===== src/sv/bps_pkg.sv =====
// shared types and constants for the pulse width statistics block
package bps_pkg;

  localparam int unsigned TsW = 32;
  localparam int unsigned StatW = 32;
  localparam int unsigned GapW = 16;

  localparam logic [GapW-1:0] GapLimitReset = 16'd65;
  localparam int unsigned CmdDepthDefault = 2;
  localparam int unsigned OutDepthDefault = 2;

  // one input request
  typedef struct packed {
    logic [TsW-1:0] timestamp;
    logic           level;
    logic           new_run;
  } sample_t;

  // classified sample handed from front to back
  typedef struct packed {
    logic [TsW-1:0] ts;
    logic [TsW-1:0] step;
    logic           gap;
    logic           level;
    logic           toggle;
    logic           new_run;
  } cmd_t;

  // one result request
  typedef struct packed {
    logic [StatW-1:0] on_ends;
    logic [StatW-1:0] off_ends;
    logic [StatW-1:0] min_on;
    logic [StatW-1:0] max_on;
    logic [StatW-1:0] min_off;
    logic [StatW-1:0] max_off;
    logic [StatW-1:0] on_length_sum;
    logic [StatW-1:0] on_length_count;
    logic [StatW-1:0] off_length_sum;
    logic [StatW-1:0] off_length_count;
    logic [StatW-1:0] time_on;
    logic [StatW-1:0] time_off;
  } stat_t;

endpackage


===== src/sv/bps_fifo.sv =====
// small register queue with first-word fall-through read
module bps_fifo #(
  parameter type         T     = logic,
  parameter int unsigned Depth = 2
) (
  input  logic clk_i,
  input  logic rst_ni,
  input  logic push_i,
  input  T     wdata_i,
  output logic full_o,
  input  logic pop_i,
  output T     rdata_o,
  output logic empty_o
);

  localparam int unsigned AW = (Depth > 1) ? $clog2(Depth) : 1;
  localparam int unsigned CW = $clog2(Depth + 1);

  T               mem_q [Depth];
  logic [AW-1:0]  wr_ptr_q, wr_ptr_d;
  logic [AW-1:0]  rd_ptr_q, rd_ptr_d;
  logic [CW-1:0]  cnt_q, cnt_d;
  logic           do_push, do_pop;

  assign full_o  = (cnt_q == CW'(Depth));
  assign empty_o = (cnt_q == '0);
  assign do_push = push_i & ~full_o;
  assign do_pop  = pop_i & ~empty_o;
  assign rdata_o = mem_q[rd_ptr_q];

  always_comb begin
    wr_ptr_d = wr_ptr_q;
    rd_ptr_d = rd_ptr_q;
    cnt_d    = cnt_q;
    if (do_push) begin
      wr_ptr_d = (wr_ptr_q == AW'(Depth - 1)) ? '0 : wr_ptr_q + AW'(1);
    end
    if (do_pop) begin
      rd_ptr_d = (rd_ptr_q == AW'(Depth - 1)) ? '0 : rd_ptr_q + AW'(1);
    end
    if (do_push && !do_pop) begin
      cnt_d = cnt_q + CW'(1);
    end else if (do_pop && !do_push) begin
      cnt_d = cnt_q - CW'(1);
    end
  end

  always_ff @(posedge clk_i or negedge rst_ni) begin
    if (!rst_ni) begin
      wr_ptr_q <= '0;
      rd_ptr_q <= '0;
      cnt_q    <= '0;
    end else begin
      wr_ptr_q <= wr_ptr_d;
      rd_ptr_q <= rd_ptr_d;
      cnt_q    <= cnt_d;
    end
  end

  always_ff @(posedge clk_i) begin
    if (do_push) begin
      mem_q[wr_ptr_q] <= wdata_i;
    end
  end

endmodule


===== src/sv/bps_front.sv =====
// front end: takes samples, tracks previous level and time, classifies
module bps_front (
  input  logic                     clk_i,
  input  logic                     rst_ni,
  input  logic                     cfg_we_i,
  input  logic [bps_pkg::GapW-1:0] cfg_data_i,
  input  logic                     push_i,
  input  bps_pkg::sample_t         sample_i,
  input  logic                     cmd_ready_i,
  output logic                     cmd_valid_o,
  output bps_pkg::cmd_t            cmd_o
);
  import bps_pkg::*;

  logic [GapW-1:0] gap_limit_q;
  logic            prev_level_q;
  logic [TsW-1:0]  prev_time_q;
  logic [TsW-1:0]  step;
  logic            accept;

  assign accept      = push_i & cmd_ready_i;
  assign cmd_valid_o = accept;
  assign step        = sample_i.timestamp - prev_time_q;

  always_comb begin
    cmd_o.ts      = sample_i.timestamp;
    cmd_o.step    = step;
    cmd_o.gap     = step > {{(TsW-GapW){1'b0}}, gap_limit_q};
    cmd_o.level   = sample_i.level;
    cmd_o.toggle  = sample_i.level ^ prev_level_q;
    cmd_o.new_run = sample_i.new_run;
  end

  always_ff @(posedge clk_i or negedge rst_ni) begin
    if (!rst_ni) begin
      gap_limit_q  <= GapLimitReset;
      prev_level_q <= 1'b0;
      prev_time_q  <= '0;
    end else begin
      if (cfg_we_i) begin
        gap_limit_q <= cfg_data_i;
      end
      if (accept) begin
        prev_level_q <= sample_i.level;
        prev_time_q  <= sample_i.timestamp;
      end
    end
  end

endmodule


===== src/sv/bps_back.sv =====
// back end: updates phase statistics and emits a snapshot per sample
module bps_back (
  input  logic            clk_i,
  input  logic            rst_ni,
  input  logic            cmd_valid_i,
  input  bps_pkg::cmd_t   cmd_i,
  output logic            cmd_pop_o,
  input  logic            out_ready_i,
  output logic            out_push_o,
  output bps_pkg::stat_t  out_o
);
  import bps_pkg::*;

  typedef struct packed {
    logic [StatW-1:0] lo;
    logic [StatW-1:0] hi;
    logic [StatW-1:0] sum;
    logic [StatW-1:0] cnt;
  } phase_t;

  function automatic phase_t record_phase(logic [StatW-1:0] len, phase_t cur);
    phase_t nxt;
    nxt     = cur;
    if (cur.lo == '0 || len < cur.lo) nxt.lo = len;
    if (cur.hi == '0 || len > cur.hi) nxt.hi = len;
    nxt.sum = cur.sum + len;
    nxt.cnt = cur.cnt + StatW'(1);
    return nxt;
  endfunction

  stat_t          stats_q, stats_d;
  logic [TsW-1:0] trans_q, trans_d;
  logic [TsW-1:0] trans_eff;
  logic [TsW-1:0] phase_len;
  phase_t         on_cur, off_cur, on_nxt, off_nxt;
  logic           fire;

  assign fire       = cmd_valid_i & out_ready_i;
  assign cmd_pop_o  = fire;
  assign out_push_o = fire;
  assign out_o      = stats_d;

  // a gap forgets the last transition
  assign trans_eff = cmd_i.gap ? '0 : trans_q;
  assign phase_len = cmd_i.ts - trans_eff;

  assign on_cur  = '{lo: stats_q.min_on, hi: stats_q.max_on,
                     sum: stats_q.on_length_sum, cnt: stats_q.on_length_count};
  assign off_cur = '{lo: stats_q.min_off, hi: stats_q.max_off,
                     sum: stats_q.off_length_sum, cnt: stats_q.off_length_count};
  assign on_nxt  = record_phase(phase_len, on_cur);
  assign off_nxt = record_phase(phase_len, off_cur);

  always_comb begin
    stats_d = stats_q;
    trans_d = trans_q;
    if (cmd_i.new_run) begin
      stats_d = '0;
      trans_d = '0;
    end else begin
      trans_d = trans_eff;
      if (cmd_i.level) begin
        if (cmd_i.toggle) begin
          stats_d.off_ends = stats_q.off_ends + StatW'(1);
          if (trans_eff != '0) begin
            stats_d.min_off          = off_nxt.lo;
            stats_d.max_off          = off_nxt.hi;
            stats_d.off_length_sum   = off_nxt.sum;
            stats_d.off_length_count = off_nxt.cnt;
          end
          trans_d = cmd_i.ts;
        end
        stats_d.time_on = stats_q.time_on + cmd_i.step;
      end else begin
        if (cmd_i.toggle) begin
          stats_d.on_ends = stats_q.on_ends + StatW'(1);
          if (trans_eff != '0) begin
            stats_d.min_on          = on_nxt.lo;
            stats_d.max_on          = on_nxt.hi;
            stats_d.on_length_sum   = on_nxt.sum;
            stats_d.on_length_count = on_nxt.cnt;
          end
          trans_d = cmd_i.ts;
        end
        stats_d.time_off = stats_q.time_off + cmd_i.step;
      end
    end
  end

  always_ff @(posedge clk_i or negedge rst_ni) begin
    if (!rst_ni) begin
      stats_q <= '0;
      trans_q <= '0;
    end else if (fire) begin
      stats_q <= stats_d;
      trans_q <= trans_d;
    end
  end

endmodule


===== src/sv/binary_signal_phase_statistics.sv =====
// top level: pulse width statistics for one on/off channel
// samples are registered in the command queue, results in the result queue ahead of the ports
// throughput: one sample per cycle while the result queue is not full; the back end updates once per sample
// full rises only when the command queue between front and back fills up
// reset (rst_ni low, asynchronous) clears queues and statistics, gap limit returns to 65
module binary_signal_phase_statistics #(
  parameter int unsigned CmdDepth = bps_pkg::CmdDepthDefault,
  parameter int unsigned OutDepth = bps_pkg::OutDepthDefault
) (
  input  logic                     clk_i,
  input  logic                     rst_ni,
  // configuration: gap limit register
  input  logic                     cfg_we_i,
  input  logic [bps_pkg::GapW-1:0] cfg_data_i,
  // sample requests
  input  logic                     push,
  output logic                     full,
  input  bps_pkg::sample_t         sample_i,
  // result requests
  output logic                     empty,
  input  logic                     pop,
  output bps_pkg::stat_t           result_o
);
  import bps_pkg::*;

  // front to command queue
  logic  front_valid;
  cmd_t  front_cmd;
  logic  cmdq_full;

  // command queue to back
  logic  cmdq_empty;
  cmd_t  cmdq_cmd;
  logic  back_pop;

  // back to result queue
  logic  outq_full;
  logic  back_push;
  stat_t back_stats;

  // front: keeps previous level/time and the gap limit, classifies each sample
  bps_front u_front (
    .clk_i       (clk_i),
    .rst_ni      (rst_ni),
    .cfg_we_i    (cfg_we_i),
    .cfg_data_i  (cfg_data_i),
    .push_i      (push),
    .sample_i    (sample_i),
    .cmd_ready_i (~cmdq_full),
    .cmd_valid_o (front_valid),
    .cmd_o       (front_cmd)
  );

  assign full = cmdq_full;

  // short queue decoupling classification from the statistics update
  bps_fifo #(
    .T     (cmd_t),
    .Depth (CmdDepth)
  ) u_cmd_fifo (
    .clk_i   (clk_i),
    .rst_ni  (rst_ni),
    .push_i  (front_valid),
    .wdata_i (front_cmd),
    .full_o  (cmdq_full),
    .pop_i   (back_pop),
    .rdata_o (cmdq_cmd),
    .empty_o (cmdq_empty)
  );

  // back: min/max/sum/count and on/off time accumulation
  bps_back u_back (
    .clk_i       (clk_i),
    .rst_ni      (rst_ni),
    .cmd_valid_i (~cmdq_empty),
    .cmd_i       (cmdq_cmd),
    .cmd_pop_o   (back_pop),
    .out_ready_i (~outq_full),
    .out_push_o  (back_push),
    .out_o       (back_stats)
  );

  // result queue lets the back keep going while the consumer stalls
  bps_fifo #(
    .T     (stat_t),
    .Depth (OutDepth)
  ) u_out_fifo (
    .clk_i   (clk_i),
    .rst_ni  (rst_ni),
    .push_i  (back_push),
    .wdata_i (back_stats),
    .full_o  (outq_full),
    .pop_i   (pop),
    .rdata_o (result_o),
    .empty_o (empty)
  );

endmodule


===== config.mk =====
export PLATFORM = sky130hd
export DESIGN_NAME = binary_signal_phase_statistics
export DESIGN_NICKNAME = d
export VERILOG_FILES = /design/src/sv/bps_pkg.sv /design/src/sv/bps_fifo.sv /design/src/sv/bps_front.sv /design/src/sv/bps_back.sv /design/src/sv/binary_signal_phase_statistics.sv
export SDC_FILE = /design/constraint.sdc
export NUM_CORES = 2
export LEC_CHECK = 0
export BUFFER_PORTS_ARGS = -buffer_cell sky130_fd_sc_hd__buf_2
export CAP_MARGIN = 40
export CORE_UTILIZATION = 36
export DETAILED_ROUTE_END_ITERATION = 7
export PLACE_DENSITY_LB_ADDON = 0.3
export SETUP_SLACK_MARGIN = 0.4
export SYNTH_ARGS = -nofsm -noshare
export SYNTH_HDL_FRONTEND = slang
export SYNTH_SLANG_ARGS = --single-unit

===== constraint.sdc =====
create_clock -name clk_i -period 22.6 [get_ports clk_i]
set_input_delay 4.52 -clock clk_i [delete_from_list [all_inputs] [get_ports clk_i]]
set_output_delay 4.52 -clock clk_i [all_outputs]
set_load 0.01 [all_outputs]

==> impl_metrics.toml <==
[synth]
syn_area_um2 = 69400
synth_edf_count = 904
ys_ff_latch = 1377
synth_top_cell_by_area = "edfxtp_1"
synthCells = 5988
yosys_warnings = 0
synth_fp_nets = 6382
ys_types = 74
synth_area_leaders = "edfxtp_1 (39%), dfrtp_1 (17%), mux2_2 (7.6%)"
async_reset_ff_share_pct = 34.4
avgSynthCellArea_um2 = 11.6
post-synth-top-area-fraction_pct = 39.1
ys.flop_type = "edfxtp_1"
synth.most_common_cell = "edfxtp_1"
ys_top_cells_by_count = "edfxtp_1 (904), nand2_1 (871), dfrtp_1 (471)"
synth_seq_area_share_pct = 56.2

[critical_path]
slowest_stage = "or4b_1"
crit_required_ps = 23130
crit_path_end_kind = "flip-flop"
crit_arrival_ps = 9630
crit_type = "in2reg"
cp-start-kind = "input pin"
critPathMaxStageDelay_ps = 490
cp_cell_sequence = "buf_2 > inv_1 > ha_1 > inv_1 > fa_1 > a21o_1 > a311o_1 > a311o_1 > xor2_1 > ha_1 > a21o_1 > a21o_1 > a21oi_1 > o21bai_1 > a211oi_1 > a21oi_1 > or4_1 > or4_1 > or4_1 > or4b_1"
cp_max_fo = 3

[final_layout]
fill_cells = 17800
finish.utilization_pct = 42.2
syn2layout_area_growth_pct = 16.0
drive_gt1_share_pct = 20.3
final_nets = 6827

[grt]
overflow = 0
grt_first_pass_wirelength_mm = 298
grt_max_degree = 153
antenna_found_initial = 11
grt_usage_pct = 20.2
first_global_vias = 47600

[power]
p_leak_nw = 32.7
power_frac_seq_pct = 30.1
p_switching_mw = 6.16
swShare_pct = 43.2
combPwrFrac_pct = 51.7
powerDensity_nw_per_um2 = 177
intPower_mw = 8.11
clockPowerShare_pct = 18.2
peakVddDrop_uv = 139

[floorplan]
die-area_um2 = 195000
core-area_um2 = 191000
initial_core_util_pct = 36.4
dieWidth_um = 441
ios = 441
num_rows = 160
die_y_um = 441

[clocking]
cts_root_buffer = "clkbuf_16"
cts_hold_buf = 0
clkLatencyLatePin_ps = 820
clk_pin_slew_ps = 60
cts_buffers = 157
cts_max_level = 4
clock_sinks = 1377
post-cts-setup-buffers = 0
clk_path_buf_depth = 3
cts_resized = 0
tritoncts = "built"

[timing]
setup_tns_ps = 0
min_period_ps = 9090
fin_crit_sh_pct = 40.2
hold_viol = 0
worst_slack_ps = 13510
rsz0062_at_grt = "false"
tightest_slew_ps = 1100
slew_violations = 0
setup_viol = 0
max_freq_mhz = 110
skew_ps = 31.9
slew-limit-headroom_pct = 27.0

[placed_design]
hpwl_mm = 135
io_buffers = 440
place_congestion = 0.900
place_ws_ps = 12710

[detailed_routing]
ant_nets = 0
initialDrtViolationCount = 3520
detail_route.wl_per_cell_um = 22.1
drcViolationCount = 0
vias = 48400
routed_wl_mm = 201
first_pass_iters = 7
routed_via_density = 5.33

[job]
drv_cap = 0

[run_status]
status = "completed"

[worst_hold_path]
hp-class = "reg2reg"
## layer usage
metal,part of all wire [%],up-vias,global-route usage [%]
met5,0.041,-,0
li1,-,22700,-
met2,49,1238,33.9
met4,3.8,14,8.01
met3,4.3,331,2.82
met1,43,24100,26.1
## area by class of cell
cell class | count | area (µm²) | share of cell area [%]
tap | 2511 | 3140 | 3.90
clock inverter | 78 | 831 | 1.03
inverter | 231 | 872 | 1.08
clock buffer | 217 | 4410 | 5.48
timing repair buffer | 549 | 3380 | 4.20
multi-input combinational | 4117 | 28900 | 35.9
sequential | 1377 | 39000 | 48.4
antenna | 2 | 5.00 | 0.00622
## worst paths after layout
path                                                 endpoint  cells after the start  slack (ps)                             from
hold / removal                u_back.stats_q[383]$_DFFE_PN0P_                      2         500  u_back.stats_q[383]$_DFFE_PN0P_
hold reg to reg               u_back.stats_q[383]$_DFFE_PN0P_                      2         500  u_back.stats_q[383]$_DFFE_PN0P_
min in group asynchronous     u_back.off_cur[115]$_DFFE_PN0P_                      1        3750                           rst_ni
setup reg to reg               u_back.off_cur[83]$_DFFE_PN0P_                     27       13750  u_cmd_fifo.rd_ptr_q$_DFFE_PN0P_
max in group asynchronous  u_front.gap_limit_q[6]$_DFFE_PN1P_                      4       17020                           rst_ni
setup / recovery             u_cmd_fifo.mem_q[0][3]$_DFFE_PP_                     20       13510                      sample_i[2]
## cells in the final DEF (no fill, tap or decap), types with 15 or more instances in the layout
cell and n:
a211oi_1 46, a21o_1 137, a21oi_1 304, a22o_1 142
a31oi_1 27, a32o_1 40, and2_1 17, and3_1 56
buf_2 440, buf_4 86, clkbuf_1 40, clkbuf_16 162
clkbuf_8 15, clkinv_2 24, dfrtp_1 469, edfxtp_1 904
ha_1 333, inv_1 228, mux2_2 465, mux2i_1 110
nand2_1 870, nand2b_1 26, nand3_1 93, nand4_1 67
nor2_1 405, nor2b_1 28, nor3_1 44, nor4_1 51
o211ai_1 15, o21a_1 34, o21ai_0 247, o21bai_1 29
o31ai_1 60, or3_1 18, xnor2_1 141, xnor2_2 16
xor2_1 133
## power groups by stage
stage	sequential [mW]	clock, mW	combinational (mW)
global route	4.39	2.75	7.99
global placement	4.32	0	7.22
finish	4.30	2.59	7.38
floorplan	4.60	0	4.54
detailed placement	4.34	0	7.40
CTS	4.30	2.66	7.44
## stage by stage
step / cell area (µm²) / hold slack [ps] / std cells / power [mW]
floorplan: 69400 / 454 / 5988 / 9.15
global placement: 74900 / 479 / 8766 / 11.5
detailed placement: 75300 / 488 / 8785 / 11.7
CTS: 80500 / 502 / 9080 / 14.4
global route: 80500 / 516 / 9080 / 15.1
finish: 80500 / 501 / 9082 / 14.3
## flip-flops by register name, indices dropped and copies added (netlist names), 16 cells and up
signal,flops
u_back.stats_q,128
u_back.trans_q,32
u_front.gap_limit_q,16
u_back.on_cur,128
u_back.off_cur,128
u_out_fifo.mem_q,768
u_cmd_fifo.mem_q,136
u_front.prev_time_q,32
## critical path: cells and delay by family
| kind | cells | cell delay, ps |
|---|---|---|
| buf+inv | 3 | 240 |
| compound gates | 9 | 2040 |
| simple gates | 4 | 1690 |
| fa+ha+maj | 3 | 870 |
| xor+xnor | 1 | 260 |
## logic make-up (layout without fill, tap and decap cells)
| family | Yosys count | count (layout) | synth area share (%) |
|---|---|---|---|
| simple gates | 1723 | 1723 | 10.8 |
| flops | 1377 | 1377 | 56.2 |
| compound gates | 1179 | 1179 | 11.3 |
| mux | 579 | 579 | 9.19 |
| buf+inv | 494 | 1075 | 2.68 |
| fa+ha+maj | 339 | 339 | 6.18 |
| xor+xnor | 297 | 297 | 3.75 |
| other cells | 0 | 2 | 0 |
Power figures use the tool's default switching activity.
